**src/hw/rtl/texture_coordinate_projector_assert.svh**
```systemverilog
// ----------------------------------------------------------------------------
// Texture coordinate projector assertion macros
// Shared property forms for the checks at the end of the top level.
// ----------------------------------------------------------------------------
`ifndef TEXTURE_COORDINATE_PROJECTOR_ASSERT_SVH
`define TEXTURE_COORDINATE_PROJECTOR_ASSERT_SVH

// The condition holds in the same cycle as the trigger.
`define TCP_ASSERT_SAME(name, pre, post) \
  name: assert property (@(posedge clk) disable iff (rst) (pre) |-> (post)) \
    else $error("texture projector check failed");

// The condition holds in the cycle after the trigger.
`define TCP_ASSERT_NEXT(name, pre, post) \
  name: assert property (@(posedge clk) disable iff (rst) (pre) |=> (post)) \
    else $error("texture projector check failed");

`endif

```
**src/hw/rtl/tcp_pkg.sv**
```systemverilog
// ----------------------------------------------------------------------------
// Texture coordinate projector package
// Payload types, register codes, fixed-point constants and the arctangent table.
// ----------------------------------------------------------------------------
package tcp_pkg;

  localparam int COORD_WIDTH = 16;
  localparam int GUARD_BITS  = 6;
  localparam int DIFF_W      = COORD_WIDTH + 1;
  // Working width of the datapath: centred point, guard bits and CORDIC growth.
  localparam int CW          = DIFF_W + GUARD_BITS + 4;
  localparam int PROD_BITS   = 8 + GUARD_BITS + 8;
  localparam int K_SHIFT     = 20;
  localparam logic [19:0] CORDIC_K = 20'd636750;
  localparam int TABLE_LEN   = 24;

  localparam logic [1:0] AXIS_X = 2'd0;
  localparam logic [1:0] AXIS_Y = 2'd1;
  localparam logic [1:0] AXIS_Z = 2'd2;

  typedef enum logic [1:0] {
    KIND_PLANAR      = 2'd0,
    KIND_CYLINDRICAL = 2'd1,
    KIND_SPHERICAL   = 2'd2,
    KIND_CUBIC       = 2'd3
  } proj_kind_t;

  typedef enum logic [2:0] {
    REG_KIND      = 3'd0,
    REG_AXIS      = 3'd1,
    REG_CENTER    = 3'd2,
    REG_INV_SCALE = 3'd3,
    REG_ROTATION  = 3'd4,
    REG_WRAP_W    = 3'd5,
    REG_WRAP_H    = 3'd6
  } cfg_reg_t;

  typedef struct packed {
    logic signed [COORD_WIDTH-1:0] point_x;
    logic signed [COORD_WIDTH-1:0] point_y;
    logic signed [COORD_WIDTH-1:0] point_z;
    logic signed [15:0]            normal_x;
    logic signed [15:0]            normal_y;
    logic signed [15:0]            normal_z;
  } in_item_t;

  typedef struct packed {
    logic signed [16:0] tex_u;
    logic        [15:0] tex_v;
  } result_t;

  // One classified vertex as it waits between the front and back ends.
  typedef struct packed {
    logic signed [CW-1:0] x;
    logic signed [CW-1:0] y;
    logic signed [CW-1:0] z;
    logic [1:0]           plane;
    logic                 flip;
  } fe_entry_t;

  // Arctangent of 2^-i in turns scaled by 2^32.
  function automatic logic [31:0] atan_turn(input int unsigned i);
    logic [31:0] r;
    case (i)
      0:  r = 32'd536870912;
      1:  r = 32'd316933406;
      2:  r = 32'd167458907;
      3:  r = 32'd85004756;
      4:  r = 32'd42667331;
      5:  r = 32'd21354465;
      6:  r = 32'd10679838;
      7:  r = 32'd5340245;
      8:  r = 32'd2670163;
      9:  r = 32'd1335087;
      10: r = 32'd667544;
      11: r = 32'd333772;
      12: r = 32'd166886;
      13: r = 32'd83443;
      14: r = 32'd41722;
      15: r = 32'd20861;
      16: r = 32'd10430;
      17: r = 32'd5215;
      18: r = 32'd2608;
      19: r = 32'd1304;
      20: r = 32'd652;
      21: r = 32'd326;
      22: r = 32'd163;
      23: r = 32'd81;
      default: r = 32'd0;
    endcase
    return r;
  endfunction

endpackage

```
**src/hw/rtl/tcp_queue.sv**
```systemverilog
// ----------------------------------------------------------------------------
// Texture coordinate projector queue
// Two-entry queue between the front end and the back-end pipeline.
// ----------------------------------------------------------------------------
module tcp_queue (
  input  logic               clk,
  input  logic               rst,
  input  logic               push,
  input  tcp_pkg::fe_entry_t wr_entry,
  output logic               full,
  output logic               pop,
  output tcp_pkg::fe_entry_t rd_entry
);
  import tcp_pkg::*;

  fe_entry_t  mem [2];
  logic       wr_ptr;
  logic       rd_ptr;
  logic [1:0] count;

  assign full     = (count == 2'd2);
  // The back end never stalls, so any stored entry leaves at once.
  assign pop      = (count != 2'd0);
  assign rd_entry = mem[rd_ptr];

  always_ff @(posedge clk) begin
    if (rst) begin
      wr_ptr <= 1'b0;
      rd_ptr <= 1'b0;
      count  <= 2'd0;
    end else begin
      if (push) begin
        wr_ptr <= !wr_ptr;
      end
      if (pop) begin
        rd_ptr <= !rd_ptr;
      end
      count <= count + 2'(push) - 2'(pop);
    end
  end

  always_ff @(posedge clk) begin
    if (push) begin
      mem[wr_ptr] <= wr_entry;
    end
  end

endmodule

```
**config.mk**
```make
export PLATFORM = sky130hd
export DESIGN_NAME = tcp_queue
export DESIGN_NICKNAME = d
export VERILOG_FILES = /design/src/hw/rtl/texture_coordinate_projector_assert.svh /design/src/hw/rtl/tcp_pkg.sv /design/src/hw/rtl/tcp_queue.sv
export SDC_FILE = /design/constraint.sdc
export NUM_CORES = 1
export LEC_CHECK = 0
export ABC_AREA = 1
export BUFFER_PORTS_ARGS = -buffer_cell sky130_fd_sc_hd__buf_4
export CELL_PAD_IN_SITES_DETAIL_PLACEMENT = 0
export CELL_PAD_IN_SITES_GLOBAL_PLACEMENT = 1
export CORE_MARGIN = 5
export CORE_UTILIZATION = 25
export CTS_CLUSTER_SIZE = 25
export DETAILED_ROUTE_END_ITERATION = 6
export GPL_TIMING_DRIVEN = 0
export PLACE_DENSITY = 0.58
export SYNTH_ARGS = -nofsm -noshare
export SYNTH_HDL_FRONTEND = slang
export SYNTH_SLANG_ARGS = --single-unit
```
**constraint.sdc**
```tcl
create_clock -name clk -period 5.9 [get_ports clk]
set_input_delay 0.59 -clock clk [delete_from_list [all_inputs] [get_ports clk]]
set_output_delay 0.59 -clock clk [all_outputs]
set_load 0.05 [all_outputs]
```
# After elaboration in Yosys (flattened, before gate mapping)
# Memories as Yosys holds them, arrays and structs flattened. A register that Yosys moved wholly into a read port is not among the register bits.
# Index checks and enable logic that the tools add are counted.
dict set report classes {
  n_reduce_logical 3
  addsub 2
  muxes 4
  n_eq_ne 1
}
# op n
set ops {}
lappend ops {{1-bit 2-to-1 mux} 4}
lappend ops {{2-bit by 1-bit adder with 2-bit output} 1}
lappend ops {{2-bit == test, second input constant} 1}
lappend ops {{1-bit logical NOT} 2}
lappend ops {{2-bit nonzero test} 1}
lappend ops {{2-bit by 1-bit subtractor with 2-bit output} 1}
dict set report totals {
  wordCells 14
  mem_bits_rw 168
  out_inout_bits 86
  reg_bits 4
  mem_count 1
}
# memory words width read_ports rd_ports_with_merged_regs write_ports line
set memory_table {}
lappend memory_table {mem 2 84 1 1 1 tcp_queue.sv:16} ;# fe_entry_t mem [2];

# Longest topological paths before layout
# Gate-level depths: netlist (run 1).
dict set report logic_depth {
  depth_word 3
  ltp_mapped 6
  mapped_depth_nobuf 6
}

# Worst setup path before layout (run 1)
# OpenSTA, ideal clock, no wires.
dict set report synth_timing {
  kind {input -> register}
  from {in push}
  to {mem mem[0][0] (netlist bit), enable pin}
  setup_time_ns 0.529
  path_stages 2
  n_path_buf 0
  slack_ns 1.222
  arrival_time_ns 4.148
  path_cell_list {inv_1 > nor2_1}
}
dict set report synth_via {
  elab_chain_len 2
}
# item line
set synth_rtl {}
lappend synth_rtl {{from (decl)} tcp_queue.sv:8} ;# input logic push,
lappend synth_rtl {{1-bit 2-to-1 mux} tcp_queue.sv:43} ;# if (push) begin
lappend synth_rtl {{1-bit 2-to-1 mux (implied by the code)} tcp_queue.sv:44} ;# mem[wr_ptr] <= wr_entry;
lappend synth_rtl {{to (decl)} tcp_queue.sv:16}
# No other way between the ends.

==> flow_metrics.py, run 1 <==
metrics = {
    "critical_path": {
        "r2r_setup_slack_ps": 4280,
        "critPathMaxFanout": 10,
        "end_kind": "output pin",
        "r2r-end": "mem[1][70]",
        "cp-start-kind": "register",
        "crit_chain": "buf_4 > buf_2 > nand2_1 > o21ai_0 > buf_4",
        "critPathRequiredTime_ps": 5310,
        "max_stage_delay_ps": 480,
        "critical_path_arrival_ps": 1810,
        "cp_common_cell": "buf_4",
        "crit_type": "reg2out",
        "rr_worst_depth": 3,
        "timing.rr.start": "wr_ptr",
        "crit_slowest_cell": "dfxtp_1",
    },
    "cts": {
        "cts_resized": 0,
        "ctsHoldBuffers": 0,
        "cts_buffers": 17,
        "post-cts-setup-buffers": 0,
        "clk_path_buf_depth": 2,
        "cts_tree": "done",
        "clock_latency_ps": 410,
        "cts_root_buf": "clkbuf_16",
        "cts_sinks": 173,
        "htree_levels": 4,
        "path_clk_slew_ps": 70,
    },
    "route": {
        "route.detailed.drc": 0,
        "ant_nets": 0,
        "firstDrtPassIters": 5,
        "first_iter_violations": 194,
        "drt_wl_total_mm": 14.9,
        "route.detailed.wl_per_inst_microns": 14.8,
        "vias_per_cell": 3.96,
        "vias": 3980,
    },
    "place": {
        "dpl_cell_area_sq_um": 8230,
        "dp_cells": 974,
        "hpwlAfterDp_mm": 10.6,
        "place_congestion": 0.746,
        "port_buffers": 172,
    },
    "grt": {
        "grt_pass1_vias": 4223,
        "antenna_found_initial": 0,
        "grt_max_degree": 50,
        "grt_pass1_wl_mm": 22.8,
        "grt_util_all_layers_pct": 10.2,
        "grt-ovfl-total": 0,
    },
    "final_layout": {
        "final_cells": 1005,
        "drive_above_1_share_pct": 32.7,
        "syn_to_final_growth_pct": 37.3,
        "final_nets": 751,
        "diodes": 0,
        "postLayoutCellArea_sq_um": 8830,
        "layout_commonest_cell": "buf_4",
        "layout_common_cells": "buf_4, edfxtp_1, inv_1",
    },
    "min_path": {
        "hold_path_depth": 2,
        "hold_start": "rst",
        "min_path_type": "in2reg",
        "hold_end": "count[0]",
    },
    "synthesis": {
        "synth_top_family_by_area": "buffers and inverters",
        "synth_mux_area_share_pct": 0,
        "yosysSeqAreaShare_pct": 80.0,
        "synth-simple-area-share_pct": 5.88,
        "avgSynthCellArea_sq_um": 13.7,
        "synthXorXnorAreaFrac_pct": 0,
        "synth_cells": 468,
        "synth_compound_area_share_pct": 6.62,
        "syn_area_sq_um": 6430,
        "yosys_warnings": 0,
        "synth_nets": 556,
        "synthAdderAreaFrac_pct": 0.195,
        "ys_types": 14,
        "ys_seq_elements": 173,
    },
    "floorplan": {
        "die_area_sq_um": 29000,
        "rows": 58,
        "core_sq_um": 25300,
        "die_x_microns": 170,
        "chipHeight_microns": 170,
        "io_pins": 173,
        "initial_core_util_pct": 25.5,
    },
    "sta": {
        "maxSlewViolCount": 0,
        "hold_violations": 0,
        "period_share_pct": 40.7,
        "rsz0062_at_grt": "false",
        "worstMarginPinSlew_ps": 680,
        "max_slew_margin_pct": 54.5,
        "period_needed_ps": 2400,
        "setup_viol": 0,
        "finClkSkew_ps": 13.4,
        "fmax_ghz": 0.417,
    },
    "power_and_ir_drop": {
        "irDropWorstVdd_v": 0.000142,
        "total_power_w": 0.00304,
        "leakagePower_nw": 3.57,
        "p_per_area_nw_per_um2": 345,
    },
    "run_status": {
        "outcome": "finished, final reports clean",
    },
    "run": {
        "max-cap-violations": 0,
    },
}
-- cell usage after synthesis --
cell | n | area share, %
ha_1 | 1 | 0.19
nor3_1 | 1 | 0.078
nand3_1 | 1 | 0.078
inv_1 | 91 | 5.3
dfxtp_1 | 5 | 1.6
nand2_1 | 88 | 5.1
edfxtp_1 | 168 | 78
buf_2 | 5 | 0.39
a21oi_1 | 1 | 0.078
clkbuf_1 | 4 | 0.23
o21ai_0 | 84 | 6.5
buf_6 | 5 | 0.88
buf_4 | 4 | 0.47
nor2_1 | 10 | 0.58
-- final cells by class --
cell class | count | area, sq um
sequential | 173 | 5140
fill | 2495 | 16400
inverter | 91 | 344
buffer | 18 | 126
tap | 330 | 413
timing repair buffer | 176 | 1380
multi-input combinational | 186 | 823
clock inverter | 12 | 163
clock buffer | 19 | 433
-- stage by stage --
step | TNS, ps | setup slack, ps | util (%) | hold WS [ps]
2_1_floorplan | 0 | 1220 | - | 488
3_3_place_gp | -103150 | -1230 | 32.2 | 497
3_5_place_dp | 0 | 3870 | 32.6 | 520
4_1_cts | 0 | 3400 | 34.9 | 328
5_1_grt | 0 | 3330 | 34.9 | 327
6_report | 0 | 3500 | 34.9 | 350
-- cell families (layout without fill, tap and decap cells) --
group | after synthesis | after routing
buffers and inverters | 109 | 316
adders and majority gates | 1 | 1
DFF | 173 | 173
and+or+nand+nor | 100 | 100
AOI/OAI and AO/OA | 85 | 85
-- state kept, by name, summed over array words and instances, names as in the netlist, named ones only --
register  cells
count         2
mem         168
rd_ptr        1
wr_ptr        1
-- how the worst max path moves through the flow --
stage                     startpoint      endpoint  cells past startpoint
final                       register  rd_entry[75]                      5
after global routing        register  rd_entry[75]                      5
after CTS                   register  rd_entry[75]                      5
after detailed placement    register  rd_entry[75]                      5
after global placement          push    mem[0][79]                      3
after floorplan                 push     mem[0][0]                      2
-- power by group --
part           internal, W  total (W)  switching, W
Sequential         0.00142    0.00143     0.0000148
Clock             0.000669    0.00113      0.000462
Combinational     0.000144   0.000479      0.000335
Total              0.00223    0.00304      0.000812
-- routing by layer --
layer / part of all wire [%] / GRT usage (%)
met1: 42 / 12.5
met2: 49 / 17.1
met3: 8.0 / 3.97
met5: 0 / 0
met4: 1.0 / 2.71
-- worst max-delay path, delay by kind of cell (launching register included) --
| family | cells | cell delay [ps] |
|---|---|---|
| DFF | 1 | 480 |
| and+or+nand+nor | 1 | 70 |
| AOI/OAI and AO/OA | 1 | 110 |
| buffers and inverters | 3 | 740 |
Note: power is estimated with default switching activity, not from simulation.
==> run 2: changes to the inputs <==
==> constraint.sdc (replaced) <==
create_clock -name clk -period 2.35 [get_ports clk]
set_input_delay 0.235 -clock clk [delete_from_list [all_inputs] [get_ports clk]]
set_output_delay 0.235 -clock clk [all_outputs]
set_load 0.05 [all_outputs]
==> run 2 against run 1 <==
  * Clock-buffer cell count decreased by 2
  * Via count grew 8.2%
  * Non-clock buffer count increased by 86
==> flow_metrics.py, run 2 (same netlist as run 1, synthesis figures left out) <==
metrics = {
    "critical_path": {
        "timing.rr.start": "wr_ptr",
        "critPathMaxFanout": 10,
        "r2r-end": "mem[1][82]",
        "max_stage_delay_ps": 430,
        "end_kind": "output pin",
        "crit_path_end": "rd_entry[76]",
        "critPathRequiredTime_ps": 2120,
        "rr_worst_depth": 4,
        "r2r_setup_slack_ps": 390,
        "path_buf_inv": 3,
        "cp_top_family": "buffers and inverters",
        "crit_slowest_cell": "dfxtp_1",
        "cp_common_cell": "buf_4",
        "crit_chain": "buf_4 > buf_2 > nand2_1 > o21ai_0 > buf_4",
        "path_depth": 5,
        "cp-start-kind": "register",
        "critical_path_arrival_ps": 1790,
        "crit_type": "reg2out",
    },
    "route": {
        "firstDrtPassIters": 4,
        "first_iter_violations": 178,
        "ant_nets": 0,
        "vias": 4308,
        "vias_per_cell": 3.95,
        "drt_wl_total_mm": 15.7,
        "route.detailed.drc": 0,
        "route.detailed.wl_per_inst_microns": 14.4,
    },
    "cts": {
        "htree_levels": 4,
        "cts_buffers": 17,
        "post-cts-setup-buffers": 0,
        "clock_latency_ps": 410,
        "cts_root_buf": "clkbuf_16",
        "clk_path_buf_depth": 2,
        "cts_tree": "done",
        "cts_sinks": 173,
        "path_clk_slew_ps": 70,
    },
    "final_layout": {
        "drive_above_1_share_pct": 29.2,
        "final_nets": 837,
        "layout_common_cells": "buf_4, edfxtp_1, inv_1",
        "regMostFlops": "mem",
        "layout_commonest_cell": "buf_4",
        "reg_top3": "mem x168, count x2",
        "nFillCells": 2424,
        "largest_reg_flops": 168,
        "syn_to_final_growth_pct": 50.5,
    },
    "sta": {
        "finClkSkew_ps": 6.07,
        "maxSlewViolCount": 0,
        "period_share_pct": 86.0,
        "worstMarginPinSlew_ps": 739,
        "rsz0062_at_grt": "false",
        "max_slew_margin_pct": 50.6,
        "fmax_ghz": 0.495,
        "whs_ps": 120,
        "hold_violations": 0,
        "period_needed_ps": 2020,
        "setup_viol": 0,
    },
    "run": {
        "max-cap-violations": 0,
    },
    "floorplan": {
        "die_area_sq_um": 29000,
        "die_x_microns": 170,
        "core_sq_um": 25300,
        "io_pins": 173,
        "rows": 58,
        "initial_core_util_pct": 25.5,
        "chipHeight_microns": 170,
    },
    "power_and_ir_drop": {
        "p_per_area_nw_per_um2": 793,
        "swShare_pct": 27.2,
        "power_switching_w": 0.00209,
        "pwr-share-comb_pct": 17.3,
        "total_power_w": 0.00767,
        "cell_internal_pwr_w": 0.00558,
        "irDropWorstVdd_v": 0.000378,
        "seqPwrFrac_pct": 47.0,
        "leakagePower_nw": 3.92,
        "clkPwrFrac_pct": 35.7,
    },
    "grt": {
        "grt_util_all_layers_pct": 10.9,
        "grt-ovfl-total": 0,
        "grt_pass1_vias": 4606,
        "grt_max_degree": 31,
        "grt_pass1_wl_mm": 24.3,
        "antenna_found_initial": 1,
    },
    "min_path": {
        "min_path_type": "in2reg",
    },
    "place": {
        "port_buffers": 172,
        "place_congestion": 0.752,
        "hpwlAfterDp_mm": 10.6,
    },
    "run_status": {
        "outcome": "finished, final reports clean",
    },
}
==> run 2: cell types whose count changed in the layout (fill, tap and decap cells not counted), sizes merged <==
cell	change
bufinv	-1
clkinv	+3
inv	-1
buf	+1
dlygate4sd3	+85
diode	+1
clkbuf	-2
==> run 2: worst min-delay path by stage <==
stage	from	to	slack, ps	cells past startpoint
global placement	rst	count[0]	420	2
floorplan	rst	count[0]	310	1
finish	push	wr_ptr	120	3
CTS	push	wr_ptr	90	3
detailed placement	wr_entry[24]	mem[1][24]	420	1
global route	push	wr_ptr	120	3
==> run 2: stage by stage <==
stage	cell area (sq um)	util (%)	instances	TNS [ps]	setup slack, ps
floorplan	6440	-	468	0	299
global placement	8140	32.2	970	-93590	-620
detailed placement	8250	32.7	975	0	285
CTS	9670	38.3	1090	0	235
global route	9670	38.3	1091	0	140
finish	9670	38.3	1091	0	329
==> run 2: worst min-delay path, stage by stage <==
cell and delay, ps:
buf_4 130, nor2_1 80, nor3_1 50
==> run 2: final cells by class <==
class | instances | area, sq um | share of cell area (%)
diodes | 1 | 2.50 | 0.0259
plain buffers | 18 | 126 | 1.31
clock buffers | 17 | 425 | 4.40
clock inverters | 13 | 143 | 1.47
inverters | 91 | 345 | 3.57
multi-input cells | 186 | 823 | 8.51
flip-flops and latches | 173 | 5140 | 53.2
well taps | 330 | 413 | 4.27
repair buffers | 262 | 2250 | 23.3
==> run 2: routing by layer <==
layer,up-vias,share of wire (%),global-route usage (%)
li1,2136,-,-
met1,2045,44,13.4
met2,113,49,18.5
met3,14,6.5,3.18
met4,0,1.0,3.33
met5,-,0,0
==> run 2: what timing repair did <==
action,4_1_cts,5_1_grt
resized for setup,0,0
endpoints found under the hold margin,170,0
hold buffers,85,0
==> run 2: power by group through the flow <==
| stage | sequential (W) | combinational [W] | clock, W |
|---|---|---|---|
| finish | 0.00360 | 0.00133 | 0.00274 |
| floorplan | 0.00367 | 0.000730 | 0 |
| detailed placement | 0.00367 | 0.00123 | 0 |
| CTS | 0.00360 | 0.00135 | 0.00285 |
| global placement | 0.00367 | 0.00119 | 0 |
| global route | 0.00361 | 0.00141 | 0.00300 |
