===== src/hw/rtl/texture_coordinate_projector_assert.svh =====
// ----------------------------------------------------------------------------
// Texture coordinate projector assertion macros
// Shared property forms for the checks at the end of the top level.
// ----------------------------------------------------------------------------
`ifndef TEXTURE_COORDINATE_PROJECTOR_ASSERT_SVH
`define TEXTURE_COORDINATE_PROJECTOR_ASSERT_SVH

// The condition holds in the same cycle as the trigger.
`define TCP_ASSERT_SAME(name, pre, post) \
  name: assert property (@(posedge clk) disable iff (rst) (pre) |-> (post)) \
    else $error("texture projector check failed");

// The condition holds in the cycle after the trigger.
`define TCP_ASSERT_NEXT(name, pre, post) \
  name: assert property (@(posedge clk) disable iff (rst) (pre) |=> (post)) \
    else $error("texture projector check failed");

`endif


===== src/hw/rtl/tcp_pkg.sv =====
// ----------------------------------------------------------------------------
// Texture coordinate projector package
// Payload types, register codes, fixed-point constants and the arctangent table.
// ----------------------------------------------------------------------------
package tcp_pkg;

  localparam int COORD_WIDTH = 16;
  localparam int GUARD_BITS  = 6;
  localparam int DIFF_W      = COORD_WIDTH + 1;
  // Working width of the datapath: centred point, guard bits and CORDIC growth.
  localparam int CW          = DIFF_W + GUARD_BITS + 4;
  localparam int PROD_BITS   = 8 + GUARD_BITS + 8;
  localparam int K_SHIFT     = 20;
  localparam logic [19:0] CORDIC_K = 20'd636750;
  localparam int TABLE_LEN   = 24;

  localparam logic [1:0] AXIS_X = 2'd0;
  localparam logic [1:0] AXIS_Y = 2'd1;
  localparam logic [1:0] AXIS_Z = 2'd2;

  typedef enum logic [1:0] {
    KIND_PLANAR      = 2'd0,
    KIND_CYLINDRICAL = 2'd1,
    KIND_SPHERICAL   = 2'd2,
    KIND_CUBIC       = 2'd3
  } proj_kind_t;

  typedef enum logic [2:0] {
    REG_KIND      = 3'd0,
    REG_AXIS      = 3'd1,
    REG_CENTER    = 3'd2,
    REG_INV_SCALE = 3'd3,
    REG_ROTATION  = 3'd4,
    REG_WRAP_W    = 3'd5,
    REG_WRAP_H    = 3'd6
  } cfg_reg_t;

  typedef struct packed {
    logic signed [COORD_WIDTH-1:0] point_x;
    logic signed [COORD_WIDTH-1:0] point_y;
    logic signed [COORD_WIDTH-1:0] point_z;
    logic signed [15:0]            normal_x;
    logic signed [15:0]            normal_y;
    logic signed [15:0]            normal_z;
  } in_item_t;

  typedef struct packed {
    logic signed [16:0] tex_u;
    logic        [15:0] tex_v;
  } result_t;

  // One classified vertex as it waits between the front and back ends.
  typedef struct packed {
    logic signed [CW-1:0] x;
    logic signed [CW-1:0] y;
    logic signed [CW-1:0] z;
    logic [1:0]           plane;
    logic                 flip;
  } fe_entry_t;

  // Arctangent of 2^-i in turns scaled by 2^32.
  function automatic logic [31:0] atan_turn(input int unsigned i);
    logic [31:0] r;
    case (i)
      0:  r = 32'd536870912;
      1:  r = 32'd316933406;
      2:  r = 32'd167458907;
      3:  r = 32'd85004756;
      4:  r = 32'd42667331;
      5:  r = 32'd21354465;
      6:  r = 32'd10679838;
      7:  r = 32'd5340245;
      8:  r = 32'd2670163;
      9:  r = 32'd1335087;
      10: r = 32'd667544;
      11: r = 32'd333772;
      12: r = 32'd166886;
      13: r = 32'd83443;
      14: r = 32'd41722;
      15: r = 32'd20861;
      16: r = 32'd10430;
      17: r = 32'd5215;
      18: r = 32'd2608;
      19: r = 32'd1304;
      20: r = 32'd652;
      21: r = 32'd326;
      22: r = 32'd163;
      23: r = 32'd81;
      default: r = 32'd0;
    endcase
    return r;
  endfunction

endpackage


===== src/hw/rtl/tcp_front.sv =====
// ----------------------------------------------------------------------------
// Texture coordinate projector front end
// Accepts a vertex, centres it and picks the cubic plane and the u sign.
// ----------------------------------------------------------------------------
module tcp_front (
  input  logic              clk,
  input  logic              rst,
  input  logic              start,
  output logic              busy,
  input  tcp_pkg::in_item_t item,
  input  logic [47:0]       center_xyz,
  input  logic              q_full,
  output logic              push,
  output tcp_pkg::fe_entry_t entry
);
  import tcp_pkg::*;

  logic      fe_vld;
  fe_entry_t fe_q;
  fe_entry_t fe_next;
  logic      load;

  logic signed [DIFF_W-1:0] dx, dy, dz;
  logic signed [16:0]       nx, ny, nz;
  logic        [16:0]       ax, ay, az;

  assign busy  = fe_vld && q_full;
  assign load  = start && !busy;
  assign push  = fe_vld && !q_full;
  assign entry = fe_q;

  // Centre the point, classify the normal for cubic mapping.
  always_comb begin
    dx = DIFF_W'(item.point_x) - DIFF_W'(signed'(center_xyz[15:0]));
    dy = DIFF_W'(item.point_y) - DIFF_W'(signed'(center_xyz[31:16]));
    dz = DIFF_W'(item.point_z) - DIFF_W'(signed'(center_xyz[47:32]));
    nx = 17'(item.normal_x);
    ny = 17'(item.normal_y);
    nz = 17'(item.normal_z);
    ax = nx[16] ? 17'(-nx) : 17'(nx);
    ay = ny[16] ? 17'(-ny) : 17'(ny);
    az = nz[16] ? 17'(-nz) : 17'(nz);
    fe_next.x = {{(CW-DIFF_W-GUARD_BITS){dx[DIFF_W-1]}}, dx, {GUARD_BITS{1'b0}}};
    fe_next.y = {{(CW-DIFF_W-GUARD_BITS){dy[DIFF_W-1]}}, dy, {GUARD_BITS{1'b0}}};
    fe_next.z = {{(CW-DIFF_W-GUARD_BITS){dz[DIFF_W-1]}}, dz, {GUARD_BITS{1'b0}}};
    if (az >= ax && az >= ay) begin
      fe_next.plane = AXIS_Z;
    end else if (ay >= ax && ay >= az) begin
      fe_next.plane = AXIS_Y;
    end else begin
      fe_next.plane = AXIS_X;
    end
    fe_next.flip = (nx > 0) ^ (ny < 0) ^ (nz > 0);
  end

  // Holding register: a new transaction may enter as the old one leaves.
  always_ff @(posedge clk) begin
    if (rst) begin
      fe_vld <= 1'b0;
    end else if (load) begin
      fe_vld <= 1'b1;
    end else if (!q_full) begin
      fe_vld <= 1'b0;
    end
  end

  always_ff @(posedge clk) begin
    if (load) begin
      fe_q <= fe_next;
    end
  end

endmodule


===== config.mk =====
export PLATFORM = sky130hd
export DESIGN_NAME = tcp_front
export DESIGN_NICKNAME = d
export VERILOG_FILES = /design/src/hw/rtl/texture_coordinate_projector_assert.svh /design/src/hw/rtl/tcp_pkg.sv /design/src/hw/rtl/tcp_front.sv
export SDC_FILE = /design/constraint.sdc
export NUM_CORES = 1
export LEC_CHECK = 0
export BUFFER_PORTS_ARGS = -buffer_cell sky130_fd_sc_hd__clkbuf_2
export CORE_MARGIN = 5
export CORE_UTILIZATION = 40
export DETAILED_ROUTE_END_ITERATION = 10
export PLACE_DENSITY = 0.73
export SYNTH_ARGS = -nofsm -noshare
export SYNTH_HDL_FRONTEND = slang
export SYNTH_SLANG_ARGS = --single-unit
export TNS_END_PERCENT = 10

===== constraint.sdc =====
create_clock -name clk -period 10 [get_ports clk]
set_input_delay 0.5 -clock clk [delete_from_list [all_inputs] [get_ports clk]]
set_output_delay 0.5 -clock clk [all_outputs]
set_load 0.05 [all_outputs]

=== Yosys cells after proc, flatten, opt, wreduce, memory -nomap -nowiden ===
Index checks and enable logic that the tools add are counted.
W data, S select, Z words.

* $lt $le $gt $ge: 7
* Bitwise logic cells: 2
* Add/sub/neg operators: 6
* Equal/unequal tests: 1
* Mux-type cells: 6
* Reduce and logical (&&, ||, !) cells: 7

{| class="wikitable"
|+ Operators by type and width
! cell !! number
|-
| $ge A17 B17 Y1 || 4
|-
| $mux W17 || 3
|-
| $neg A16 Y17 || 3
|-
| $sub A16 B16 Y17 || 3
|-
| $gt A16 B1 Y1 const B || 2
|-
| $lt A16 B1 Y1 const B || 1
|-
| $logic_and A1 B1 Y1 || 5
|-
| $mux W1 || 3
|-
| $logic_not A1 Y1 || 2
|-
| $ne A2 B1 Y1 const B || 1
|-
| $xor A1 B1 Y1 || 2
|}

* Bits in registers: 55
* Logic and storage cells: 35
* Input bits: 148
* Output and inout port bits: 86

=== Logic depth before layout (Yosys ltp) ===
Gate-level depths: netlist of run 1.

* Word-level depth: 5
* Depth in mapped cells: 16
* Mapped depth without buffers: 16

=== Worst setup path before layout of run 1 ===
OpenSTA, ideal clock, no wires.

* Path type: in2reg
* Start: input q_full
* End: register fe_q, in the netlist entry[0], enable pin
* Path slack: 6.220 ns
* Data arrival time: 3.309 ns
* Library setup time: 0.471 ns
* Required time: 9.529 ns
* Buffers on the path: 0
* Cell stages on the path: 2
* Cell sequence: and2_1 > nor2b_1

* Longest elaborated chain between the ends: 3

{| class="wikitable"
|+ Ends and longest elaborated chain
! what !! line !! text
|-
| start: declaration || tcp_front.sv:12 || <nowiki>input logic q_full,</nowiki>
|-
| $logic_and A1 B1 Y1 || tcp_front.sv:27 || <nowiki>assign busy = fe_vld && q_full;</nowiki>
|-
| $logic_not A1 Y1 || tcp_front.sv:28 || <nowiki>assign load = start && !busy;</nowiki>
|-
| $logic_and A1 B1 Y1 || tcp_front.sv:28 ||
|-
| via load || tcp_front.sv:21 || <nowiki>logic load;</nowiki>
|-
| end signal: assignment || tcp_front.sv:69 || <nowiki>fe_q <= fe_next;</nowiki>
|-
| end: declaration || tcp_front.sv:19 || <nowiki>fe_entry_t fe_q;</nowiki>
|}

The timed path passes the listed nets, and every way through them passes these cells.
A chain may end at the register's enable or synchronous reset.

=== Worst setup path after layout of run 1 ===
* Start: input item[19] (netlist bit)
* End: register fe_q, in the netlist entry[1] (data pin)

* Longest elaborated chain between the ends: 5
* Elaborated cells between the ends (all ways): 8
* Classes of those cells: add/sub (1); order compare (3); mux (2); reduce/logical (2)

{| class="wikitable"
|+ Ends and longest elaborated chain
! what !! line !! text
|-
| start: declaration || tcp_front.sv:10 || <nowiki>input tcp_pkg::in_item_t item,</nowiki>
|-
| $neg A16 Y17 || tcp_front.sv:41 || <nowiki>ay = ny[16] ? 17'(-ny) : 17'(ny);</nowiki>
|-
| $mux W17 * || tcp_front.sv:41 ||
|-
| $ge A17 B17 Y1 || tcp_front.sv:48 || <nowiki>end else if (ay >= ax && ay >= az) begin</nowiki>
|-
| $logic_and A1 B1 Y1 || tcp_front.sv:48 ||
|-
| $mux W1 || tcp_front.sv:48 ||
|}

Every way passes the cells marked *; elsewhere a longest branch is shown, timed or not.

==> impl_metrics.sql, run 1 <==
INSERT INTO impl_metrics (metric_group, metric, value, unit) VALUES
('cts', 'postCtsSetupRepairBufs', '0', ''),
('hold_path', 'classification_of_the_worst_slack_hold_path', 'input port to register', ''),
('placement', 'gp_congestion', '0.904', ''),
('die', 'die_h', '135', 'um'),
('critical_path', 'crit_path_max_fanout', '5', ''),
('cts', 'clk-insertion-delay-late', '0.29', 'ns'),
('layout', 'design.final.nets', '1164', ''),
('sta', 'worst_clock_skew', '0.00452', 'ns'),
('sta', 'layout_worst_path_cycle_share', '34.5', '%'),
('synthesis', 'asyncSetResetFlopFracSynth', '0', '%'),
('layout', 'layout.cell_area.non_filler', '0.00757', 'sq mm'),
('critical_path', 'ff2ff_setup_slack', '8.43', 'ns'),
('synthesis', 'synthesis.area', '0.00623', 'sq mm'),
('detailed_routing', 'drt-initial-drc-count', '311', ''),
('sta', 'worst-slew-pin-transition', '0.724', 'ns'),
('detailed_routing', 'drt_pass1_iterations', '5', ''),
('synthesis', 'netlist-cell-type-count', '59', ''),
('detailed_routing', 'drt-wirelength-per-cell', '14.3', 'um'),
('synthesis', 'syn_inst', '705', ''),
('detailed_routing', 'detail_route.drc_violations', '0', ''),
('run', 'max-cap-violations', '0', ''),
('detailed_routing', 'route.vias.total', '5585', ''),
('die', 'core-area', '0.0153', 'sq mm'),
('run_status', 'outcome', 'finished, final reports clean', ''),
('die', 'core.rowCount', '45', ''),
('sta', 'finalHoldViolations', '0', ''),
('die', 'design.die.area', '0.0182', 'sq mm'),
('layout', 'num_antenna_cells', '0', ''),
('power', 'leakage', '3.79', 'nW'),
('grt', 'grt_start_max_net_pins', '55', ''),
('sta', 'finalWorstPathRequiredPeriod', '3.45', 'ns'),
('detailed_routing', 'via_per_inst', '4.95', ''),
('synthesis', 'synth.yosys.warnings', '0', ''),
('power', 'peakVddDrop', '0.0715', 'mV'),
('hold_path', 'hold_path.startpoint', 'rst', ''),
('cts', 'ctsHtreeMaxLevel', '2', ''),
('sta', 'rsz0062_at_grt', 'no', ''),
('cts', 'cts.sinks', '55', ''),
('synthesis', 'dominantRegCellSynth', 'sky130_fd_sc_hd__edfxtp_1', ''),
('layout', 'final_layout_size_suffix_gt1_share', '26.2', '%'),
('sta', 'worst_hold_margin', '0.356', 'ns'),
('cts', 'clkTransAtPathRegs', '0.07', 'ns'),
('cts', 'quantity_of_gates_resized_following_cts', '0', ''),
('sta', 'finalMaxSlewViolations', '0', ''),
('cts', 'root_buffer', 'sky130_fd_sc_hd__clkbuf_16', ''),
('critical_path', 'critPathLaunchType', 'input port', ''),
('critical_path', 'critical_path.reg2reg.startpoint', 'fe_vld', ''),
('detailed_routing', 'drtAntennaViolNets', '0', ''),
('grt', 'grt_usage', '16.9', '%'),
('grt', 'global_route_wire_length_before_repair', '25.3', 'mm'),
('critical_path', 'critPathLaunch', 'item[19]', ''),
('critical_path', 'worstPathArrival', '3.51', 'ns'),
('sta', 'timing.fmax', '290', 'MHz'),
('die', 'chipWidth', '135', 'um'),
('cts', 'cts_hold_buf', '0', ''),
('placement', 'placement.cell_area', '0.00742', 'sq mm'),
('synthesis', 'per_instance_average_area_after_synthesis', '8.83', 'sq um'),
('cts', 'cts_tree', 'yes', ''),
('detailed_routing', 'routed_wl', '16.1', 'mm'),
('sta', 'report.final.setup_viol', '0', ''),
('sta', 'slew_headroom', '51.8', '%'),
('critical_path', 'timing_worst_setup_path_type', 'input port to register', ''),
('synthesis', 'synth_edf_count', '54', ''),
('layout', 'final_core_utilization', '49.6', '%'),
('critical_path', 'critical_path_endpoint_category', 'register', ''),
('cts', 'cts-buffers-inserted', '5', ''),
('die', 'design.portCount', '234', ''),
('cts', 'clockBufferDepth', '2', ''),
('synthesis', 'ys_seq_elements', '55', ''),
('synthesis', 'yosysSeqAreaShare', '26.4', '%'),
('grt', 'initial_antenna_violation_count', '1', ''),
('power', 'power.density_cell_area', '125', 'mW/mm^2'),
('die', 'starting_density_of_the_core', '40.8', '%'),
('layout', 'syn_to_final_growth', '21.5', '%'),
('grt', 'first_global_vias', '5366', ''),
('grt', 'grt.overflow.total', '0', ''),
('sta', 'setup_total_negative_slack', '0', 'ns'),
('placement', 'detailed_place_hpwl', '14.1', 'mm'),
('placement', 'io_buffers', '215', ''),
('critical_path', 'critical_path_required_time', '10.06', 'ns');
## cells in the mapped netlist (2+ instances only)
library cell | count | area, sq um
sky130_fd_sc_hd__ha_1 | 97 | 1210
sky130_fd_sc_hd__inv_1 | 91 | 342
sky130_fd_sc_hd__edfxtp_1 | 54 | 1620
sky130_fd_sc_hd__xnor2_1 | 51 | 447
sky130_fd_sc_hd__nor2_1 | 43 | 161
sky130_fd_sc_hd__a21oi_1 | 42 | 210
sky130_fd_sc_hd__o21ai_0 | 36 | 180
sky130_fd_sc_hd__nand2_1 | 32 | 120
sky130_fd_sc_hd__buf_4 | 30 | 225
sky130_fd_sc_hd__xor2_1 | 27 | 236
sky130_fd_sc_hd__nor3_1 | 20 | 100
sky130_fd_sc_hd__nor2b_1 | 16 | 100
sky130_fd_sc_hd__a21o_1 | 15 | 113
sky130_fd_sc_hd__nand3_1 | 15 | 75.1
sky130_fd_sc_hd__o31ai_1 | 12 | 90.1
sky130_fd_sc_hd__nand2b_1 | 9 | 56.3
sky130_fd_sc_hd__a211oi_1 | 8 | 60.1
sky130_fd_sc_hd__o21a_1 | 8 | 60.1
sky130_fd_sc_hd__nand4_1 | 7 | 43.8
sky130_fd_sc_hd__or2_2 | 7 | 43.8
sky130_fd_sc_hd__or3_1 | 6 | 37.5
sky130_fd_sc_hd__a21boi_0 | 5 | 37.5
sky130_fd_sc_hd__a31oi_1 | 5 | 31.3
sky130_fd_sc_hd__and2_1 | 5 | 31.3
sky130_fd_sc_hd__or4_1 | 5 | 37.5
sky130_fd_sc_hd__and3_1 | 4 | 25.0
sky130_fd_sc_hd__o41ai_1 | 4 | 35.0
sky130_fd_sc_hd__a31o_2 | 3 | 26.3
sky130_fd_sc_hd__clkbuf_1 | 3 | 11.3
sky130_fd_sc_hd__fa_1 | 3 | 60.1
sky130_fd_sc_hd__nor3b_1 | 3 | 22.5
sky130_fd_sc_hd__o2111ai_1 | 3 | 26.3
sky130_fd_sc_hd__o31a_1 | 3 | 26.3
sky130_fd_sc_hd__a2111oi_0 | 2 | 17.5
sky130_fd_sc_hd__conb_1 | 2 | 7.51
sky130_fd_sc_hd__maj3_1 | 2 | 20.0
sky130_fd_sc_hd__nand3b_1 | 2 | 15.0
sky130_fd_sc_hd__o211a_1 | 2 | 20.0
sky130_fd_sc_hd__o21bai_1 | 2 | 15.0
sky130_fd_sc_hd__o22ai_1 | 2 | 12.5
## worst max-delay path, cell delays in order
cell	delay (ns)
sky130_fd_sc_hd__clkbuf_2	0.12
sky130_fd_sc_hd__or4_4	0.56
sky130_fd_sc_hd__nand2b_1	0.17
sky130_fd_sc_hd__or4_1	0.53
sky130_fd_sc_hd__o31ai_1	0.27
sky130_fd_sc_hd__xnor2_1	0.15
sky130_fd_sc_hd__ha_1	0.29
sky130_fd_sc_hd__nand4_1	0.13
sky130_fd_sc_hd__nor2_1	0.19
sky130_fd_sc_hd__nand4_1	0.11
sky130_fd_sc_hd__nor2_1	0.21
sky130_fd_sc_hd__a21oi_1	0.09
sky130_fd_sc_hd__o21a_1	0.19
## final cells by class
| type | instances | area, sq um |
|---|---|---|
| fill | 1441 | 7690 |
| multi-input combinational | 547 | 4090 |
| sequential | 55 | 1640 |
| timing repair buffer | 216 | 1080 |
| inverter | 91 | 342 |
| tap | 211 | 264 |
| clock buffer | 7 | 143 |
| clock inverter | 1 | 8.76 |
## placed cells by master (no fill, tap or decap), drive strengths merged, types with 16 or more instances in the layout
| cell | count |
|---|---|
| a21oi | 42 |
| clkbuf | 222 |
| conb | 24 |
| edfxtp | 54 |
| ha | 97 |
| inv | 91 |
| nand2 | 32 |
| nor2 | 43 |
| nor2b | 16 |
| nor3 | 20 |
| o21ai | 36 |
| xnor2 | 51 |
| xor2 | 27 |
## sequential cells by signal, indices dropped and copies added (netlist names)
signal	count
fe_vld	1
entry	54
## path summary, 6_finish.rpt
path                                   to  depth (start not counted)
worst min-delay path               fe_vld                          2
worst max-delay path             entry[1]                         13
worst min register to register     fe_vld                          3
worst max register to register  entry[73]                          3
## power by group
part / switching, mW / total, mW / internal, mW / leakage (nW)
sequential: 0.00937 / 0.304 / 0.294 / 0.531
clock: 0.0828 / 0.183 / 0.101 / 0.0741
combinational: 0.303 / 0.460 / 0.157 / 3.19
## routing by layer
layer | track usage, % | wire [um] | vias up | share of wire [%]
met5 | 0 | 13 | - | 0.081
met3 | 3.61 | 1260 | 21 | 7.8
met4 | 3.79 | 243 | 2 | 1.5
met1 | 20.4 | 6650 | 2488 | 41
met2 | 30.7 | 7970 | 191 | 49
li1 | - | - | 2883 | -
## kinds of logic after synthesis
logic type	after synthesis	synth area share (%)
simple gates	182	15.3
xor+xnor	78	11.0
buf+inv	125	9.47
mux	1	0.161
flops	55	26.4
other cells	2	0.121
fa+ha+maj	102	20.8
compound gates	160	16.9
## metrics by stage
stage               instances  worst slack, ns  total power, mW
finish                   1128             6.55            0.947
floorplan                 727             6.22            0.661
detailed placement       1120             6.27            0.769
global placement         1120             6.39            0.762
CTS                      1128             6.59            0.956
global route             1128             6.30             1.01
Note: power is estimated with default switching activity, not from simulation.
==> run 2: changes to the inputs <==
Settings changed: PLACE_DENSITY 0.73 to 0.76.
Clock period 10 ns to 3.1 ns, I/O delays scaled along.
==> impl_metrics.sql, run 2 (synthesis gave the netlist of run 1 again) <==
INSERT INTO impl_metrics (metric_group, metric, value, unit) VALUES
('sta', 'finalWorstPathRequiredPeriod', '2.89', 'ns'),
('power', 'peakVddDrop', '0.229', 'mV'),
('sta', 'rsz0062_at_grt', 'no', ''),
('detailed_routing', 'drt-wirelength-per-cell', '14.1', 'um'),
('layout', 'num_antenna_cells', '0', ''),
('critical_path', 'critical_path_required_time', '3.15', 'ns'),
('power', 'power.density_cell_area', '393', 'mW/mm^2'),
('placement', 'detailed_place_hpwl', '14.5', 'mm'),
('layout', 'final_layout_size_suffix_gt1_share', '29.8', '%'),
('power', 'total_power', '3.09', 'mW'),
('power', 'power.sequential.fraction', '31.6', '%'),
('sta', 'worst_hold_margin', '0.0246', 'ns'),
('grt', 'grt_usage', '17.3', '%'),
('detailed_routing', 'via_per_inst', '4.97', ''),
('critical_path', 'critPathLaunchType', 'input port', ''),
('placement', 'io_buffers', '215', ''),
('layout', 'syn_to_final_growth', '26.5', '%'),
('run', 'max-cap-violations', '0', ''),
('sta', 'worst_clock_skew', '0.0147', 'ns'),
('grt', 'met3_usage', '2.50', '%'),
('cts', 'clockBufferDepth', '2', ''),
('sta', 'setup_total_negative_slack', '0', 'ns'),
('die', 'design.portCount', '234', ''),
('grt', 'grt-busiest-layer', 'met2', ''),
('cts', 'root_buffer', 'sky130_fd_sc_hd__clkbuf_16', ''),
('layout', 'mostFrequentLayoutCell', 'sky130_fd_sc_hd__clkbuf_2', ''),
('power', 'p_int', '1.79', 'mW'),
('layout', 'multiInputGateArea', '0.00411', 'sq mm'),
('sta', 'timing.fmax', '347', 'MHz'),
('critical_path', 'timing_worst_setup_path_type', 'input port to register', ''),
('detailed_routing', 'routed_wl', '16.5', 'mm'),
('grt', 'first_global_vias', '5631', ''),
('grt', 'initial_antenna_violation_count', '0', ''),
('sta', 'worst-slew-pin-transition', '0.708', 'ns'),
('placement', 'detailedPlace.worstSlack', '-0.134', 'ns'),
('critical_path', 'critical_path_endpoint_category', 'register', ''),
('grt', 'grt.met1_usage', '20.2', '%'),
('grt', 'grt.overflow.total', '0', ''),
('power', 'leakage', '3.99', 'nW'),
('power', 'comb_power_share', '49.7', '%'),
('cts', 'clkTransAtPathRegs', '0.07', 'ns'),
('grt', 'grt_start_max_net_pins', '55', ''),
('run_status', 'outcome', 'finished, final reports clean', ''),
('die', 'core.rowCount', '45', ''),
('sta', 'finalMaxSlewViolations', '0', ''),
('detailed_routing', 'route.vias.total', '5805', ''),
('sta', 'finalHoldViolations', '0', ''),
('cts', 'cts_tree', 'yes', ''),
('grt', 'global_route_wire_length_before_repair', '25.8', 'mm'),
('cts', 'cts.sinks', '55', ''),
('critical_path', 'crit_path_max_fanout', '3', ''),
('layout', 'sequential_cell_area', '0.00164', 'sq mm'),
('layout', 'largest_reg_flops', '54', ''),
('critical_path', 'worstPathArrival', '2.94', 'ns'),
('cts', 'cts-buffers-inserted', '5', ''),
('die', 'design.die.area', '0.0182', 'sq mm'),
('detailed_routing', 'drt-initial-drc-count', '207', ''),
('sta', 'report.final.setup_viol', '0', ''),
('cts', 'clk-insertion-delay-late', '0.30', 'ns'),
('placement', 'post-place-cells', '1159', ''),
('power', 'switching_power_share_of_the_total', '42.0', '%'),
('die', 'chipWidth', '135', 'um'),
('die', 'starting_density_of_the_core', '40.8', '%'),
('cts', 'cts_hold_buf', '0', ''),
('sta', 'timing.final.ws_setup', '0.214', 'ns'),
('detailed_routing', 'drtAntennaViolNets', '0', ''),
('detailed_routing', 'detail_route.drc_violations', '0', ''),
('placement', 'gp_congestion', '0.915', ''),
('placement', 'placement.cell_area', '0.00771', 'sq mm'),
('layout', 'design.final.nets', '1203', ''),
('layout', 'finalNonFillerCells', '1167', ''),
('layout', 'fill_cells', '1419', ''),
('cts', 'ctsHtreeMaxLevel', '2', ''),
('cts', 'postCtsSetupRepairBufs', '0', ''),
('die', 'die_h', '135', 'um'),
('hold_path', 'classification_of_the_worst_slack_hold_path', 'input port to register', ''),
('power', 'power.share.clock', '18.6', '%'),
('grt', 'groute.layer.met2.usage', '33.0', '%'),
('power', 'switching_power', '1.30', 'mW'),
('layout', 'layout.cell_area.non_filler', '0.00788', 'sq mm'),
('layout', 'final_core_utilization', '51.6', '%'),
('sta', 'layout_worst_path_cycle_share', '93.1', '%'),
('detailed_routing', 'drt_pass1_iterations', '4', ''),
('layout', 'layout.cells.most_common_list', 'sky130_fd_sc_hd__clkbuf_2 (215), sky130_fd_sc_hd__ha_1 (97), sky130_fd_sc_hd__inv_1 (91), sky130_fd_sc_hd__edfxtp_1 (54), sky130_fd_sc_hd__xnor2_1 (51)', ''),
('die', 'core-area', '0.0153', 'sq mm'),
('sta', 'slew_headroom', '52.8', '%');
[run 2: repair_timing]
action / in CTS / in global routing
endpoints found under the setup margin: 0 / 2
hold endpoints to repair: 0 / 0
gates resized for setup: 0 / 5
[run 2: cell type report]
cell class                 count  share of cell area [%]
clock buffer                   5                    1.59
clock inverter                 3                   0.286
inverter                      91                    4.34
multi-input combinational    547                    52.1
sequential                    55                    20.8
tap                          211                    3.35
timing repair buffer         255                    17.5
[run 2: power by group through the flow]
stage               Combinational (mW)  Clock [mW]  Sequential, mW
floorplan                        0.823           0            1.31
global placement                  1.50           0           0.994
detailed placement                1.53           0           0.997
CTS                               1.53       0.594           0.981
global route                      1.68       0.623           0.989
finish                            1.54       0.577           0.979
[run 2: critical path, cell delays in order]
cell	delay, ns
sky130_fd_sc_hd__clkbuf_2	0.09
sky130_fd_sc_hd__nor3_1	0.17
sky130_fd_sc_hd__nand3_1	0.11
sky130_fd_sc_hd__or2_2	0.31
sky130_fd_sc_hd__nand2b_1	0.17
sky130_fd_sc_hd__o21ai_0	0.20
sky130_fd_sc_hd__xor2_1	0.13
sky130_fd_sc_hd__ha_1	0.32
sky130_fd_sc_hd__nand2_1	0.07
sky130_fd_sc_hd__a21oi_1	0.15
sky130_fd_sc_hd__o31ai_1	0.09
sky130_fd_sc_hd__nand4b_1	0.11
sky130_fd_sc_hd__a21oi_1	0.08
sky130_fd_sc_hd__maj3_1	0.38
sky130_fd_sc_hd__o211a_1	0.22
sky130_fd_sc_hd__o21a_1	0.17
[run 2: per-layer routing]
layer | up-vias | wire [um] | share of wire, %
met2 | 214 | 8410 | 51
met5 | - | 0 | 0
met3 | 22 | 1200 | 7.3
met1 | 2613 | 6640 | 40
li1 | 2956 | - | -
met4 | 0 | 257 | 1.6
[run 2: path summary, 6_finish.rpt]
check	from	endpoint	slack [ns]	depth (start not counted)
worst min register to register	fe_vld	fe_vld	0.67	3
worst max-delay path	item[36]	entry[1]	0.21	16
worst max register to register	fe_vld	entry[41]	1.55	3
worst min-delay path	rst	fe_vld	0.02	2
==> run 3: changes to the inputs <==
Settings changed: ABC_AREA from default to 1, PLACE_DENSITY 0.76 to 0.75.
==> impl_metrics.sql, run 3 <==
INSERT INTO impl_metrics (metric_group, metric, value, unit) VALUES
('layout', 'layout.cells.most_common_list', 'sky130_fd_sc_hd__clkbuf_2 (215), sky130_fd_sc_hd__inv_1 (169), sky130_fd_sc_hd__nand2_1 (158), sky130_fd_sc_hd__ha_1 (97), sky130_fd_sc_hd__a21oi_1 (58)', ''),
('power', 'leakage', '4.43', 'nW'),
('sta', 'report.final.setup_viol', '0', ''),
('die', 'starting_density_of_the_core', '40.6', '%'),
('grt', 'initial_antenna_violation_count', '0', ''),
('die', 'chipWidth', '137', 'um'),
('layout', 'mostFrequentLayoutCell', 'sky130_fd_sc_hd__clkbuf_2', ''),
('synthesis', 'synth.yosys.warnings', '0', ''),
('placement', 'detailedPlace.worstSlack', '-0.186', 'ns'),
('synthesis', 'proportion_of_synthesized_area_in_mux_cells', '0', '%'),
('sta', 'timing.fmax', '346', 'MHz'),
('detailed_routing', 'detail_route.drc_violations', '0', ''),
('sta', 'slew_headroom', '53.2', '%'),
('critical_path', 'crit_path_max_fanout', '2', ''),
('sta', 'worst_clock_skew', '0.00650', 'ns'),
('detailed_routing', 'drt-wirelength-per-cell', '12.6', 'um'),
('grt', 'first_global_vias', '5674', ''),
('critical_path', 'worstPathArrival', '2.94', 'ns'),
('grt', 'grt_usage', '16.4', '%'),
('die', 'design.portCount', '234', ''),
('layout', 'multiInputGateArea', '0.00401', 'sq mm'),
('sta', 'finalMaxSlewViolations', '0', ''),
('sta', 'worst-slew-pin-transition', '0.702', 'ns'),
('layout', 'largest_reg_flops', '54', ''),
('synthesis', 'synth.top_cell.area_share', '25.2', '%'),
('detailed_routing', 'drt_pass1_iterations', '5', ''),
('synthesis', 'dominantRegCellSynth', 'sky130_fd_sc_hd__edfxtp_1', ''),
('synthesis', 'syn_inst', '837', ''),
('die', 'design.die.area', '0.0187', 'sq mm'),
('grt', 'grt.overflow.total', '0', ''),
('synthesis', 'asyncSetResetFlopFracSynth', '0', '%'),
('synthesis', 'most_frequently_used_cell_type_in_the_post_synthesis_netlist', 'sky130_fd_sc_hd__inv_1', ''),
('power', 'switching_power_share_of_the_total', '42.4', '%'),
('synthesis', 'main_combinational_cell_family_by_area_after_synthesis', 'adder cells', ''),
('critical_path', 'critPathLaunchType', 'input port', ''),
('hold_path', 'classification_of_the_worst_slack_hold_path', 'input port to register', ''),
('cts', 'clk-insertion-delay-late', '0.30', 'ns'),
('run', 'max-cap-violations', '0', ''),
('synthesis', 'synthesis.area', '0.00643', 'sq mm'),
('synthesis', 'synth_adder_area_share', '19.8', '%'),
('layout', 'sequential_cell_area', '0.00164', 'sq mm'),
('synthesis', 'ys_seq_elements', '55', ''),
('cts', 'clkTransAtPathRegs', '0.08', 'ns'),
('power', 'comb_power_share', '48.1', '%'),
('cts', 'root_buffer', 'sky130_fd_sc_hd__clkbuf_16', ''),
('placement', 'detailed_place_hpwl', '14.2', 'mm'),
('cts', 'ctsHtreeMaxLevel', '2', ''),
('critical_path', 'critical_path_required_time', '3.16', 'ns'),
('critical_path', 'timing_worst_setup_path_type', 'input port to register', ''),
('layout', 'fill_cells', '1493', ''),
('placement', 'io_buffers', '215', ''),
('synthesis', 'netlist_top_cells_count', 'sky130_fd_sc_hd__inv_1 (169), sky130_fd_sc_hd__nand2_1 (158), sky130_fd_sc_hd__ha_1 (97), sky130_fd_sc_hd__a21oi_1 (58), sky130_fd_sc_hd__edfxtp_1 (54)', ''),
('synthesis', 'yosys-top-cells-area', 'sky130_fd_sc_hd__edfxtp_1 (25%), sky130_fd_sc_hd__ha_1 (19%), sky130_fd_sc_hd__inv_1 (9.9%), sky130_fd_sc_hd__nand2_1 (9.2%), sky130_fd_sc_hd__xor2_1 (7.2%)', ''),
('synthesis', 'synth_edf_count', '54', ''),
('layout', 'final_layout_size_suffix_gt1_share', '25.5', '%'),
('die', 'core.rowCount', '46', ''),
('power', 'power.sequential.fraction', '31.2', '%'),
('cts', 'cts_hold_buf', '0', ''),
('cts', 'clockBufferDepth', '2', ''),
('synthesis', 'synth_top_area_cell', 'sky130_fd_sc_hd__edfxtp_1', ''),
('grt', 'grt_start_max_net_pins', '55', ''),
('cts', 'cts_tree', 'yes', ''),
('detailed_routing', 'drtAntennaViolNets', '0', ''),
('critical_path', 'critical_path_endpoint_category', 'register', ''),
('detailed_routing', 'route.vias.total', '5975', ''),
('power', 'switching_power', '1.34', 'mW'),
('detailed_routing', 'drt-initial-drc-count', '276', ''),
('die', 'die_h', '137', 'um'),
('power', 'p_int', '1.82', 'mW'),
('layout', 'layout.cell_area.non_filler', '0.00789', 'sq mm'),
('run_status', 'outcome', 'finished, final reports clean', ''),
('die', 'core-area', '0.0158', 'sq mm'),
('detailed_routing', 'routed_wl', '16.1', 'mm'),
('placement', 'gp_congestion', '0.943', ''),
('synthesis', 'fraction_of_the_mapped_netlist_area_in_compound_gates', '11.3', '%'),
('cts', 'cts.sinks', '55', ''),
('layout', 'design.final.nets', '1306', ''),
('power', 'power.share.clock', '20.7', '%'),
('synthesis', 'post_synth_and_or_nand_nor_area_fraction', '18.8', '%'),
('placement', 'placement.cell_area', '0.00770', 'sq mm'),
('layout', 'syn_to_final_growth', '22.8', '%'),
('layout', 'num_antenna_cells', '0', ''),
('synthesis', 'netlist-cell-type-count', '45', ''),
('synthesis', 'per_instance_average_area_after_synthesis', '7.68', 'sq um'),
('power', 'peakVddDrop', '0.298', 'mV'),
('power', 'total_power', '3.16', 'mW'),
('sta', 'layout_worst_path_cycle_share', '93.1', '%'),
('cts', 'cts-buffers-inserted', '5', ''),
('layout', 'final_core_utilization', '49.9', '%'),
('power', 'power.density_cell_area', '400', 'mW/mm^2'),
('grt', 'global_route_wire_length_before_repair', '25.0', 'mm'),
('detailed_routing', 'via_per_inst', '4.69', ''),
('sta', 'finalHoldViolations', '0', ''),
('sta', 'timing.final.ws_setup', '0.213', 'ns'),
('synthesis', 'yosysSeqAreaShare', '25.5', '%'),
('synthesis', 'synth_xor_xnor_area_share', '10.7', '%'),
('sta', 'finalWorstPathRequiredPeriod', '2.89', 'ns');
## run 3: cell types whose count changed in the layout (fill, tap and decap cells not counted), moves of 15 or more
cell / previous run / this run
sky130_fd_sc_hd__nand2_1: 32 / 158
sky130_fd_sc_hd__a21oi_1: 42 / 58
sky130_fd_sc_hd__xor2_1: 27 / 53
sky130_fd_sc_hd__buf_4: 40 / 10
sky130_fd_sc_hd__o21ai_0: 36 / 18
sky130_fd_sc_hd__nor2b_1: 15 / 0
sky130_fd_sc_hd__inv_1: 91 / 169
sky130_fd_sc_hd__xnor2_1: 51 / 22
## run 3: metal layers
layer / share of wire [%] / track usage, % / vias up
met1: 41 / 19.8 / 2617
met2: 49 / 29.6 / 220
met4: 2.5 / 5.71 / 0
met5: 0 / 0 / -
li1: - / - / 3111
met3: 8.4 / 2.68 / 27
## run 3: cells by family after synthesis
logic type | after synthesis
AO/OA/AOI/OAI | 121
flip-flops | 55
other | 2
buffers and inverters | 205
AND/OR/NAND/NOR | 277
XOR/XNOR | 77
adder cells (fa/ha/maj) | 100
## run 3: per-stage QoR
| step | TNS [ns] | std cells | hold WS [ns] |
|---|---|---|---|
| after floorplan | 0 | 859 | 0.224 |
| after global placement | -0.00910 | 1267 | 0.310 |
| after detailed placement | -0.252 | 1267 | 0.314 |
| after CTS | 0 | 1275 | 0.000702 |
| after global routing | -0.0502 | 1275 | 0.0102 |
| final | 0 | 1275 | 0.00653 |
## run 3: timing repair
action,in CTS,in global routing
buffers inserted,0,0
gates resized for setup,0,3
endpoints found under the setup margin,0,2
endpoints found under the hold margin,0,0
## run 3: layout make-up
| class | count | area share (%) |
|---|---|---|
| well taps | 216 | 3.42 |
| repair buffers | 225 | 14.6 |
| clock inverters | 3 | 0.587 |
| inverters | 172 | 8.18 |
| clock buffers | 5 | 1.59 |
| flip-flops and latches | 55 | 20.8 |
| multi-input cells | 599 | 50.8 |
## run 3: power by group through the flow
stage | registers [mW] | logic [mW] | clock network (mW)
detailed placement | 1.00 | 1.51 | 0
global placement | 1.00 | 1.49 | 0
floorplan | 1.32 | 0.839 | 0
CTS | 0.986 | 1.52 | 0.672
global route | 0.993 | 1.68 | 0.698
finish | 0.985 | 1.52 | 0.653
## run 3: path summary, 6_finish.rpt
check                             start        end  slack, ns  cells past startpoint
worst min-delay path                rst     fe_vld      0.007                      2
worst max register to register   fe_vld  entry[19]       1.62                      4
worst max-delay path            item[1]   entry[2]       0.21                     20
worst min register to register   fe_vld     fe_vld       0.47                      2
## run 3: critical path, stage by stage
cell and delay, ns:
sky130_fd_sc_hd__clkbuf_2 0.09, sky130_fd_sc_hd__nor3_1 0.17, sky130_fd_sc_hd__inv_1 0.07, sky130_fd_sc_hd__nor3_1 0.15, sky130_fd_sc_hd__inv_1 0.08, sky130_fd_sc_hd__nor3_1 0.19
sky130_fd_sc_hd__nand3_1 0.15, sky130_fd_sc_hd__nor3_2 0.16, sky130_fd_sc_hd__nand3_1 0.12, sky130_fd_sc_hd__nand2_1 0.11, sky130_fd_sc_hd__xor2_2 0.17, sky130_fd_sc_hd__inv_2 0.04
sky130_fd_sc_hd__ha_1 0.26, sky130_fd_sc_hd__inv_1 0.05, sky130_fd_sc_hd__nor4_2 0.19, sky130_fd_sc_hd__nor3b_2 0.28, sky130_fd_sc_hd__nand4_1 0.17, sky130_fd_sc_hd__nand3_1 0.12
sky130_fd_sc_hd__nand2_1 0.08, sky130_fd_sc_hd__a21boi_1 0.13
